===== config.mk =====
export PLATFORM = sky130hd
export DESIGN_NAME = approx_atan2_unit_flat
export DESIGN_NICKNAME = d
export VERILOG_FILES = /design/src/rtl/core/aa_pkg.sv /design/src/rtl/core/aa_in_if.sv /design/src/rtl/core/aa_out_if.sv /design/src/rtl/core/aa_div_cell.sv /design/src/rtl/core/aa_tail.sv /design/src/rtl/core/approx_atan2_unit.sv /design/src/flat_wrapper.sv
export SDC_FILE = /design/constraint.sdc
export NUM_CORES = 2
export LEC_CHECK = 0
export BUFFER_PORTS_ARGS = -buffer_cell sky130_fd_sc_hd__buf_2
export CAP_MARGIN = 40
export CORE_UTILIZATION = 45
export CTS_CLUSTER_DIAMETER = 200
export CTS_CLUSTER_SIZE = 16
export DETAILED_ROUTE_END_ITERATION = 6
export PLACE_DENSITY = 0.69
export SETUP_SLACK_MARGIN = 0.3
export SLEW_MARGIN = 20
export SYNTH_ARGS = -nofsm -noshare
export SYNTH_HDL_FRONTEND = slang
export SYNTH_SLANG_ARGS = --single-unit
export TNS_END_PERCENT = 30

===== constraint.sdc =====
create_clock -name clk -period 6.5 [get_ports clk]
set_input_delay 0.975 -clock clk [delete_from_list [all_inputs] [get_ports clk]]
set_output_delay 0.975 -clock clk [all_outputs]
set_load 0.02 [all_outputs]

===== src/rtl/core/aa_pkg.sv =====
// Shared constants and types for the approx_atan2_unit block.
// No dependencies.
package aa_pkg;

    localparam int INPUT_WIDTH_DEF = 16;
    localparam int ANGLE_FRAC_DEF  = 13;

    // ratio z = min/max, unsigned Q0.16
    localparam int Z_BITS  = 16;
    // angle before rounding, Q2.32 magnitude
    localparam int TH_BITS = 34;

    localparam logic [Z_BITS-1:0]  Z_MAX       = '1;
    localparam logic [Z_BITS-1:0]  COEF_N1     = 16'd63727;
    localparam logic [13:0]        COEF_N2_MAG = 14'd12580;
    localparam logic [TH_BITS-1:0] HALF_PI_Q32 = 34'd6746518852;
    localparam logic [TH_BITS-1:0] PI_Q32      = 34'd13493037705;

    // per-item octant and special-case flags that travel with the data
    typedef struct packed {
        logic steep;   // |y| > |x|
        logic xneg;
        logic yneg;
        logic zero;    // both inputs zero
        logic equal;   // |y| == |x|, ratio saturates
    } side_t;

endpackage


===== src/rtl/core/aa_in_if.sv =====
// Input stream interface: one (x_coord, y_coord) vector per transfer.
// Depends on aa_pkg.
interface aa_in_if
    import aa_pkg::*;
#(
    parameter int INPUT_WIDTH = INPUT_WIDTH_DEF
);
    logic                          valid;
    logic                          ready;
    logic signed [INPUT_WIDTH-1:0] x_coord;
    logic signed [INPUT_WIDTH-1:0] y_coord;

    modport source (output valid, output x_coord, output y_coord, input ready);
    modport sink   (input valid, input x_coord, input y_coord, output ready);
endinterface


===== src/rtl/core/aa_out_if.sv =====
// Output stream interface: one angle result per transfer.
// Depends on aa_pkg.
interface aa_out_if
    import aa_pkg::*;
#(
    parameter int ANGLE_FRAC_BITS = ANGLE_FRAC_DEF
);
    localparam int ANGLE_WIDTH = ANGLE_FRAC_BITS + 3;

    logic                          valid;
    logic                          ready;
    logic signed [ANGLE_WIDTH-1:0] angle;
    logic                          zero_vector;

    modport source (output valid, output angle, output zero_vector, input ready);
    modport sink   (input valid, input angle, input zero_vector, output ready);
endinterface


===== src/rtl/core/aa_div_cell.sv =====
// One restoring-division cell: produces one quotient bit of z per item.
// Depends on aa_pkg.
module aa_div_cell
    import aa_pkg::*;
#(
    parameter int INPUT_WIDTH = INPUT_WIDTH_DEF
)
(
    input  logic                   clk,
    input  logic                   rst_n,
    input  logic                   up_valid,
    output logic                   up_ready,
    input  logic [INPUT_WIDTH-1:0] up_rem,
    input  logic [INPUT_WIDTH-1:0] up_den,
    input  logic [Z_BITS-1:0]      up_quo,
    input  side_t                  up_side,
    output logic                   dn_valid,
    input  logic                   dn_ready,
    output logic [INPUT_WIDTH-1:0] dn_rem,
    output logic [INPUT_WIDTH-1:0] dn_den,
    output logic [Z_BITS-1:0]      dn_quo,
    output side_t                  dn_side
);

    logic                   valid_reg;
    logic [INPUT_WIDTH-1:0] rem_reg;
    logic [INPUT_WIDTH-1:0] den_reg;
    logic [Z_BITS-1:0]      quo_reg;
    side_t                  side_reg;

    logic [INPUT_WIDTH:0]   shifted;
    logic [INPUT_WIDTH:0]   diff;
    logic                   fits;
    logic [INPUT_WIDTH-1:0] rem_next;
    logic [Z_BITS-1:0]      quo_next;

    // rem < den holds on entry (except the lo == hi cases), so 2*rem - den stays below den
    assign shifted  = {up_rem, 1'b0};
    assign diff     = shifted - {1'b0, up_den};
    assign fits     = (shifted >= {1'b0, up_den});
    assign rem_next = fits ? diff[INPUT_WIDTH-1:0] : shifted[INPUT_WIDTH-1:0];
    assign quo_next = {up_quo[Z_BITS-2:0], fits};

    assign up_ready = !valid_reg || dn_ready;

    always_ff @(posedge clk or negedge rst_n)
    begin
        if (!rst_n)
        begin
            valid_reg <= 1'b0;
        end
        else if (up_ready)
        begin
            valid_reg <= up_valid;
        end
    end

    always_ff @(posedge clk)
    begin
        if (up_ready && up_valid)
        begin
            rem_reg  <= rem_next;
            den_reg  <= up_den;
            quo_reg  <= quo_next;
            side_reg <= up_side;
        end
    end

    assign dn_valid = valid_reg;
    assign dn_rem   = rem_reg;
    assign dn_den   = den_reg;
    assign dn_quo   = quo_reg;
    assign dn_side  = side_reg;

endmodule


===== src/rtl/core/aa_tail.sv =====
// Polynomial, octant reflection and rounding stages after the divider chain.
// Depends on aa_pkg and aa_out_if.
module aa_tail
    import aa_pkg::*;
#(
    parameter int ANGLE_FRAC_BITS = ANGLE_FRAC_DEF
)
(
    input  logic              clk,
    input  logic              rst_n,
    input  logic              up_valid,
    output logic              up_ready,
    input  logic [Z_BITS-1:0] up_quo,
    input  side_t             up_side,
    aa_out_if.source          ang
);

    localparam int NSTAGE      = 5;
    localparam int ANGLE_WIDTH = ANGLE_FRAC_BITS + 3;
    localparam int SHIFT       = 32 - ANGLE_FRAC_BITS;
    localparam logic [TH_BITS:0] ROUND_ADD = (TH_BITS+1)'(1) << (31 - ANGLE_FRAC_BITS);

    logic [NSTAGE-1:0] valid_reg;
    logic [NSTAGE-1:0] valid_in;
    logic [NSTAGE:0]   rdy;

    // stage A: ratio and its square
    logic [Z_BITS-1:0]   za_next;
    logic [2*Z_BITS-1:0] sq_prod;
    logic [Z_BITS-1:0]   za_reg;
    logic [Z_BITS-1:0]   z2a_reg;
    side_t               sa_reg;
    // stage B: poly = N1 - N2*z^2
    logic [Z_BITS+13:0]  n2_prod;
    logic [Z_BITS-1:0]   poly_next;
    logic [Z_BITS-1:0]   polyb_reg;
    logic [Z_BITS-1:0]   zb_reg;
    side_t               sb_reg;
    // stage C: th = poly*z
    logic [2*Z_BITS-1:0] thc_reg;
    side_t               sc_reg;
    // stage D: reflections
    logic [TH_BITS-1:0]  th_steep;
    logic [TH_BITS-1:0]  thd_next;
    logic [TH_BITS-1:0]  thd_reg;
    side_t               sd_reg;
    // stage E: round, sign, output register
    logic [TH_BITS:0]     rsum;
    logic [TH_BITS:0]     rshift;
    logic [ANGLE_WIDTH-1:0] mag;
    logic [ANGLE_WIDTH-1:0] angle_next;
    logic [ANGLE_WIDTH-1:0] angle_reg;
    logic                   zero_reg;

    always_comb
    begin
        rdy[NSTAGE] = ang.ready;
        for (int i = NSTAGE - 1; i >= 0; i--)
        begin
            rdy[i] = !valid_reg[i] || rdy[i+1];
        end
    end
    assign up_ready = rdy[0];

    // valid bit each stage would take from its upstream neighbor
    assign valid_in = {valid_reg[NSTAGE-2:0], up_valid};

    always_ff @(posedge clk or negedge rst_n)
    begin
        if (!rst_n)
        begin
            valid_reg <= '0;
        end
        else
        begin
            for (int i = 0; i < NSTAGE; i++)
            begin
                if (rdy[i])
                begin
                    valid_reg[i] <= valid_in[i];
                end
            end
        end
    end

    assign za_next   = up_side.equal ? Z_MAX : up_quo;
    assign sq_prod   = za_next * za_next;
    assign n2_prod   = COEF_N2_MAG * z2a_reg;
    assign poly_next = COEF_N1 - {2'b00, n2_prod[Z_BITS+13:Z_BITS]};
    assign th_steep  = sc_reg.steep ? (HALF_PI_Q32 - {2'b00, thc_reg}) : {2'b00, thc_reg};
    assign thd_next  = sc_reg.xneg ? (PI_Q32 - th_steep) : th_steep;
    assign rsum      = {1'b0, thd_reg} + ROUND_ADD;
    assign rshift    = rsum >> SHIFT;
    assign mag       = rshift[ANGLE_WIDTH-1:0];

    always_comb
    begin
        if (sd_reg.zero)
        begin
            angle_next = '0;
        end
        else if (sd_reg.yneg)
        begin
            angle_next = '0 - mag;
        end
        else
        begin
            angle_next = mag;
        end
    end

    always_ff @(posedge clk)
    begin
        if (rdy[0])
        begin
            za_reg  <= za_next;
            z2a_reg <= sq_prod[2*Z_BITS-1:Z_BITS];
            sa_reg  <= up_side;
        end
        if (rdy[1])
        begin
            polyb_reg <= poly_next;
            zb_reg    <= za_reg;
            sb_reg    <= sa_reg;
        end
        if (rdy[2])
        begin
            thc_reg <= polyb_reg * zb_reg;
            sc_reg  <= sb_reg;
        end
        if (rdy[3])
        begin
            thd_reg <= thd_next;
            sd_reg  <= sc_reg;
        end
        if (rdy[4])
        begin
            angle_reg <= angle_next;
            zero_reg  <= sd_reg.zero;
        end
    end

    assign ang.valid       = valid_reg[NSTAGE-1];
    assign ang.angle       = angle_reg;
    assign ang.zero_vector = zero_reg;

endmodule


===== src/rtl/core/approx_atan2_unit.sv =====
// approx_atan2_unit: pipelined fixed-point atan2 with cubic approximation.
// Depends on aa_pkg, aa_in_if, aa_out_if, aa_div_cell and aa_tail.
//
// Use:
//   vec  sink channel, one (x_coord, y_coord) vector per transfer, signed
//        two's complement of INPUT_WIDTH bits each.
//   ang  source channel, one result per vector: angle in signed
//        Q2.ANGLE_FRAC_BITS radians over [-pi, pi], and zero_vector, set
//        (with angle forced to 0) when both inputs are zero.
//   ang valid follows the vec transfer through 22 register stages (one
//   operand stage, one cell per quotient bit of the 16-bit ratio, five
//   stages for the polynomial, octant reflection and rounding), the first
//   of them loaded at the transfer edge itself.
//   Throughput is one vector per cycle while ang does not stall; the
//   divider chain retires one quotient bit per cell, so every stage holds a different vector.
//   Every stage has its own valid bit and takes a new item whenever it is
//   empty or its neighbor takes its content, so a stall on ang fills the
//   bubbles first and vec keeps accepting until the whole chain is full.
//   Results leave in arrival order, none dropped or repeated.
//   Reset (rst_n low, asynchronous) empties all stages; nothing else needs
//   to be set up afterwards.
module approx_atan2_unit
    import aa_pkg::*;
#(
    parameter int INPUT_WIDTH     = INPUT_WIDTH_DEF,
    parameter int ANGLE_FRAC_BITS = ANGLE_FRAC_DEF
)
(
    input  logic      clk,
    input  logic      rst_n,
    aa_in_if.sink     vec,
    aa_out_if.source  ang
);

    localparam logic [INPUT_WIDTH-1:0] ONE_W = INPUT_WIDTH'(1);

    // operand stage: magnitudes, octant flags, min/max split
    logic [INPUT_WIDTH-1:0] xu;
    logic [INPUT_WIDTH-1:0] yu;
    logic [INPUT_WIDTH-1:0] ax;
    logic [INPUT_WIDTH-1:0] ay;
    side_t                  side_next;
    logic                   front_valid_reg;
    logic [INPUT_WIDTH-1:0] lo_reg;
    logic [INPUT_WIDTH-1:0] hi_reg;
    side_t                  side_reg;

    // divider chain, index 0 is the operand stage output
    logic                   ch_valid [Z_BITS+1];
    logic                   ch_ready [Z_BITS+1];
    logic [INPUT_WIDTH-1:0] ch_rem   [Z_BITS+1];
    logic [INPUT_WIDTH-1:0] ch_den   [Z_BITS+1];
    logic [Z_BITS-1:0]      ch_quo   [Z_BITS+1];
    side_t                  ch_side  [Z_BITS+1];

    assign xu = vec.x_coord;
    assign yu = vec.y_coord;
    // most negative input maps to 2^(W-1), still exact in W unsigned bits
    assign ax = xu[INPUT_WIDTH-1] ? (~xu + ONE_W) : xu;
    assign ay = yu[INPUT_WIDTH-1] ? (~yu + ONE_W) : yu;

    assign side_next.steep = (ay > ax);
    assign side_next.xneg  = xu[INPUT_WIDTH-1];
    assign side_next.yneg  = yu[INPUT_WIDTH-1];
    assign side_next.zero  = (ax == '0) && (ay == '0);
    assign side_next.equal = (ax == ay);

    assign vec.ready = !front_valid_reg || ch_ready[0];

    always_ff @(posedge clk or negedge rst_n)
    begin
        if (!rst_n)
        begin
            front_valid_reg <= 1'b0;
        end
        else if (vec.ready)
        begin
            front_valid_reg <= vec.valid;
        end
    end

    always_ff @(posedge clk)
    begin
        if (vec.ready && vec.valid)
        begin
            lo_reg   <= side_next.steep ? ax : ay;
            hi_reg   <= side_next.steep ? ay : ax;
            side_reg <= side_next;
        end
    end

    assign ch_valid[0] = front_valid_reg;
    assign ch_rem[0]   = lo_reg;
    assign ch_den[0]   = hi_reg;
    assign ch_quo[0]   = '0;
    assign ch_side[0]  = side_reg;

    // one quotient bit of z = floor(lo * 2^16 / hi) per cell; the lo == hi
    // case is saturated later from the equal flag
    for (genvar k = 0; k < Z_BITS; k++)
    begin : g_div
        aa_div_cell #(
            .INPUT_WIDTH (INPUT_WIDTH)
        ) u_cell (
            .clk      (clk),
            .rst_n    (rst_n),
            .up_valid (ch_valid[k]),
            .up_ready (ch_ready[k]),
            .up_rem   (ch_rem[k]),
            .up_den   (ch_den[k]),
            .up_quo   (ch_quo[k]),
            .up_side  (ch_side[k]),
            .dn_valid (ch_valid[k+1]),
            .dn_ready (ch_ready[k+1]),
            .dn_rem   (ch_rem[k+1]),
            .dn_den   (ch_den[k+1]),
            .dn_quo   (ch_quo[k+1]),
            .dn_side  (ch_side[k+1])
        );
    end

    // polynomial, reflections, rounding and the output register
    aa_tail #(
        .ANGLE_FRAC_BITS (ANGLE_FRAC_BITS)
    ) u_tail (
        .clk      (clk),
        .rst_n    (rst_n),
        .up_valid (ch_valid[Z_BITS]),
        .up_ready (ch_ready[Z_BITS]),
        .up_quo   (ch_quo[Z_BITS]),
        .up_side  (ch_side[Z_BITS]),
        .ang      (ang)
    );

endmodule


===== src/flat_wrapper.sv =====
// flat-port wrapper written by rule: the top's interface ports become plain ports
module approx_atan2_unit_flat import aa_pkg::*;
#(
    parameter int INPUT_WIDTH     = INPUT_WIDTH_DEF,
    parameter int ANGLE_FRAC_BITS = ANGLE_FRAC_DEF
)
  (clk, rst_n, vec_valid, vec_x_coord, vec_y_coord, vec_ready, ang_valid, ang_angle, ang_zero_vector, ang_ready);
  aa_in_if #(.INPUT_WIDTH(INPUT_WIDTH)) vec_i ();
  aa_out_if #(.ANGLE_FRAC_BITS(ANGLE_FRAC_BITS)) ang_i ();
  input  logic clk;
  input  logic rst_n;
  input wire logic [$bits(vec_i.valid)-1:0] vec_valid;
  input wire logic [$bits(vec_i.x_coord)-1:0] vec_x_coord;
  input wire logic [$bits(vec_i.y_coord)-1:0] vec_y_coord;
  output wire logic [$bits(vec_i.ready)-1:0] vec_ready;
  output wire logic [$bits(ang_i.valid)-1:0] ang_valid;
  output wire logic [$bits(ang_i.angle)-1:0] ang_angle;
  output wire logic [$bits(ang_i.zero_vector)-1:0] ang_zero_vector;
  input wire logic [$bits(ang_i.ready)-1:0] ang_ready;
  assign vec_i.valid = vec_valid;
  assign vec_i.x_coord = vec_x_coord;
  assign vec_i.y_coord = vec_y_coord;
  assign vec_ready = vec_i.ready;
  assign ang_valid = ang_i.valid;
  assign ang_angle = ang_i.angle;
  assign ang_zero_vector = ang_i.zero_vector;
  assign ang_i.ready = ang_ready;
  approx_atan2_unit #(.INPUT_WIDTH(INPUT_WIDTH), .ANGLE_FRAC_BITS(ANGLE_FRAC_BITS)) u_core (.clk(clk), .rst_n(rst_n), .vec(vec_i), .ang(ang_i));
endmodule

==> results.yml <==
clock_network:
  htree_levels: 3
  numClockSinks: 897
  path_clk_slew_ps: 80
  cts_root_buf: "clkbuf_16"
  numCtsBuffers: 66
  cts_max_path_buffers: 3
  clock_latency_ps: 670
  cts_tree: "done"
critical_path:
  cp-start-kind: "register"
  cp.arrival_ps: 6800
  required_ps: 6910
  worstSetupPathType: "reg -> reg"
  cp_max_fo: 5
  end_kind: "register"
global_routing:
  grt_overflow: 0
  grt_antenna_before_repair: 2
  grt_max_degree: 52
  grt_pass1_vias: 41345
  grt_pass1_wl_um: 210000
  track_usage_pct: 18.5
layout:
  fin_nets: 6807
  area_growth_pct: 10.6
  layout-drive-gt1-share_pct: 11.0
  fin_util_pct: 50.1
yosys:
  synth-xor-area-share_pct: 4.40
  ys_types: 85
  syn_inst: 5594
  synth_mux_area_share_pct: 2.28
  synth_edf_count: 875
  ys.flop_type: "edfxtp_1"
  netlist_area_sq_mm: 0.0622
  async_flop_share_pct: 2.45
  synth_top_cell_area_share_pct: 42.2
  syn-num-nets: 6596
  yosys.area_share.simple_pct: 11.0
  synth_compound_area_share_pct: 8.79
  synth_fa_ha_area_share_pct: 24.2
  ys_warn_count: 0
  synth_top_cells_by_area: "edfxtp_1 (42%), fa_1 (13%), ha_1 (11%)"
  synth_top_family_by_area: "adder cells"
  ys_seq_elements: 897
  syn_avg_cell_area_sq_um: 11.1
  seq_area_frac_synth_pct: 43.1
  synth_top_area_cell: "edfxtp_1"
detailed_routing:
  met2_length_um: 66800
  viasPerCell: 5.26
  first_pass_iters: 6
  antenna_left: 0
  vias: 40174
  met3_length_um: 4110
  wl_per_cell_um: 16.7
  routed_wl_um: 127000
  drcViolationCount: 0
  maxUsedRoutingLayer: "met4"
  wl_met1_um: 51800
  drt_iter0_markers: 2098
floorplan:
  die_w_um: 374
  die_area_sq_mm: 0.140
  rows: 136
  core_area_sq_mm: 0.137
  die_h_um: 374
  num_io_pins: 55
  start_util_pct: 45.3
timing:
  slew_violations: 0
  max_freq_ghz: 0.157
  slew_headroom_pct: 48.1
  fin_ws_ps: 114
  final_hold_viol_count: 0
  fin_tns_setup_ps: 0
  finalSetupViolCount: 0
  final.setup_skew_ps: 35.2
  worstMarginPinSlew_ps: 779
  fin_crit_ps: 6390
  post-route-period-util_pct: 98.2
  rsz0062_at_grt: "true"
run_status:
  outcome: "finished clean"
min_path:
  hold_path.class: "in -> async"
place:
  gp_congestion: 0.887
  dpl_worst_slack_ps: -305
  port_buffers: 54
  hpwl_um: 101000
run:
  maxCapViolations: 0
-- layout by cell type (no fill, tap or decap), types with 22 or more instances in the layout --
cell,n
inv_1,875
edfxtp_1,875
ha_1,555
fa_1,383
nand2_1,350
nor2_1,345
a21oi_1,282
xnor2_1,186
o21ai_0,156
buf_4,154
and2_1,141
xor2_1,122
mux2_2,86
nor3_1,80
nand3_1,75
nor2b_1,71
nand2b_1,70
clkbuf_16,68
nand4_1,63
o21a_1,59
a21o_1,58
buf_2,55
mux2i_1,45
or3_1,34
o31ai_1,32
a21boi_0,28
a211oi_1,28
clkbuf_1,28
inv_2,26
and3_1,26
or2_2,24
a31oi_1,24
buf_6,24
dfrtp_1,22
-- worst paths after layout --
| check | to | slack (ps) | cells after the start | start |
|---|---|---|---|---|
| max | u_core.u_tail.z2a_reg[15] | 110 | 26 | u_core.g_div[15].u_cell.dn_side[0] |
| min | u_core.front_valid_reg | 330 | 1 | rst_n |
| max reg2reg | u_core.u_tail.z2a_reg[15] | 110 | 26 | u_core.g_div[15].u_cell.dn_side[0] |
| min reg2reg | u_core.u_tail.sb_reg[1] | 410 | 0 | u_core.u_tail.sa_reg[1] |
| max in group asynchronous | u_core.u_tail.valid_reg[1] | 5650 | 1 | rst_n |
| min in group clk | u_core.u_tail.sb_reg[1] | 410 | 0 | u_core.u_tail.sa_reg[1] |
-- synthesized netlist by cell type (8+ instances only) --
| master | n |
|---|---|
| a2111oi_0 | 14 |
| a211o_1 | 9 |
| a211oi_1 | 28 |
| a21boi_0 | 29 |
| a21o_1 | 58 |
| a21oi_1 | 299 |
| a31o_2 | 8 |
| a31oi_1 | 28 |
| and2_1 | 154 |
| and3_1 | 27 |
| clkbuf_1 | 99 |
| dfrtp_1 | 22 |
| edfxtp_1 | 875 |
| fa_1 | 397 |
| ha_1 | 569 |
| inv_1 | 908 |
| mux2_2 | 86 |
| mux2i_1 | 45 |
| nand2_1 | 375 |
| nand2b_1 | 71 |
| nand3_1 | 76 |
| nand4_1 | 63 |
| nor2_1 | 358 |
| nor2b_1 | 76 |
| nor3_1 | 80 |
| nor4_1 | 19 |
| o2111ai_1 | 10 |
| o211ai_1 | 14 |
| o21a_1 | 60 |
| o21ai_0 | 165 |
| o21bai_1 | 14 |
| o311ai_0 | 10 |
| o31ai_1 | 35 |
| o41ai_1 | 16 |
| or2_2 | 30 |
| or3_1 | 34 |
| or4_1 | 9 |
| xnor2_1 | 187 |
| xor2_1 | 124 |
-- worst max-delay path, stage by stage (launching register included) --
cell	delay, ps
edfxtp_1	420
buf_6	160
buf_4	150
nor2_4	120
clkinv_2	110
buf_4	140
nand2_1	100
inv_1	80
fa_1	520
fa_1	440
fa_1	520
fa_1	440
fa_1	490
inv_1	50
fa_1	470
inv_1	60
ha_4	210
o21a_1	110
o21a_1	170
o21a_1	190
o21ai_2	180
a31oi_4	50
a41o_1	230
o41ai_4	290
o2111ai_2	180
a21oi_2	180
xnor2_1	80
-- what timing repair did --
item                       CTS  global route
hold buffers                 0             0
resized for setup           63            80
cloned                       0             1
setup endpoints to repair   21            29
pin swaps                   61            69
setup buffers               32            25
-- through the flow --
step | instance area, sq um | cells | hold slack, ps
2_1_floorplan | 62700 | 5594 | 400
3_3_place_gp | 65700 | 7456 | 400
3_5_place_dp | 66000 | 7472 | 405
4_1_cts | 68300 | 7605 | 310
5_1_grt | 68800 | 7632 | 347
6_report | 68800 | 7633 | 334
-- layout make-up --
| class | count | area [sq um] |
|---|---|---|
| diodes | 1 | 2.50 |
| clock buffers | 95 | 1780 |
| clock inverters | 6 | 86.3 |
| fillers | 11874 | 68500 |
| inverters | 914 | 3470 |
| multi-input cells | 3675 | 32400 |
| flip-flops and latches | 897 | 26800 |
| well taps | 1794 | 2240 |
| repair buffers | 251 | 2060 |
-- cell families (layout without fill, tap and decap cells) --
family	Yosys count	in the layout
fa+ha+maj	966	966
flops	897	897
buf+inv	1022	1266
mux	131	131
simple gates	1406	1406
xor+xnor	312	312
compound gates	860	860
other cells	0	1
-- layer usage --
layer,track usage (%),up-vias
li1,-,19544
met2,34.1,760
met5,0,-
met3,2.13,233
met1,22.0,19637
met4,6.50,0
Power is not shown: default switching activity piles up to over one toggle a cycle in this logic, so the estimate is an artifact.
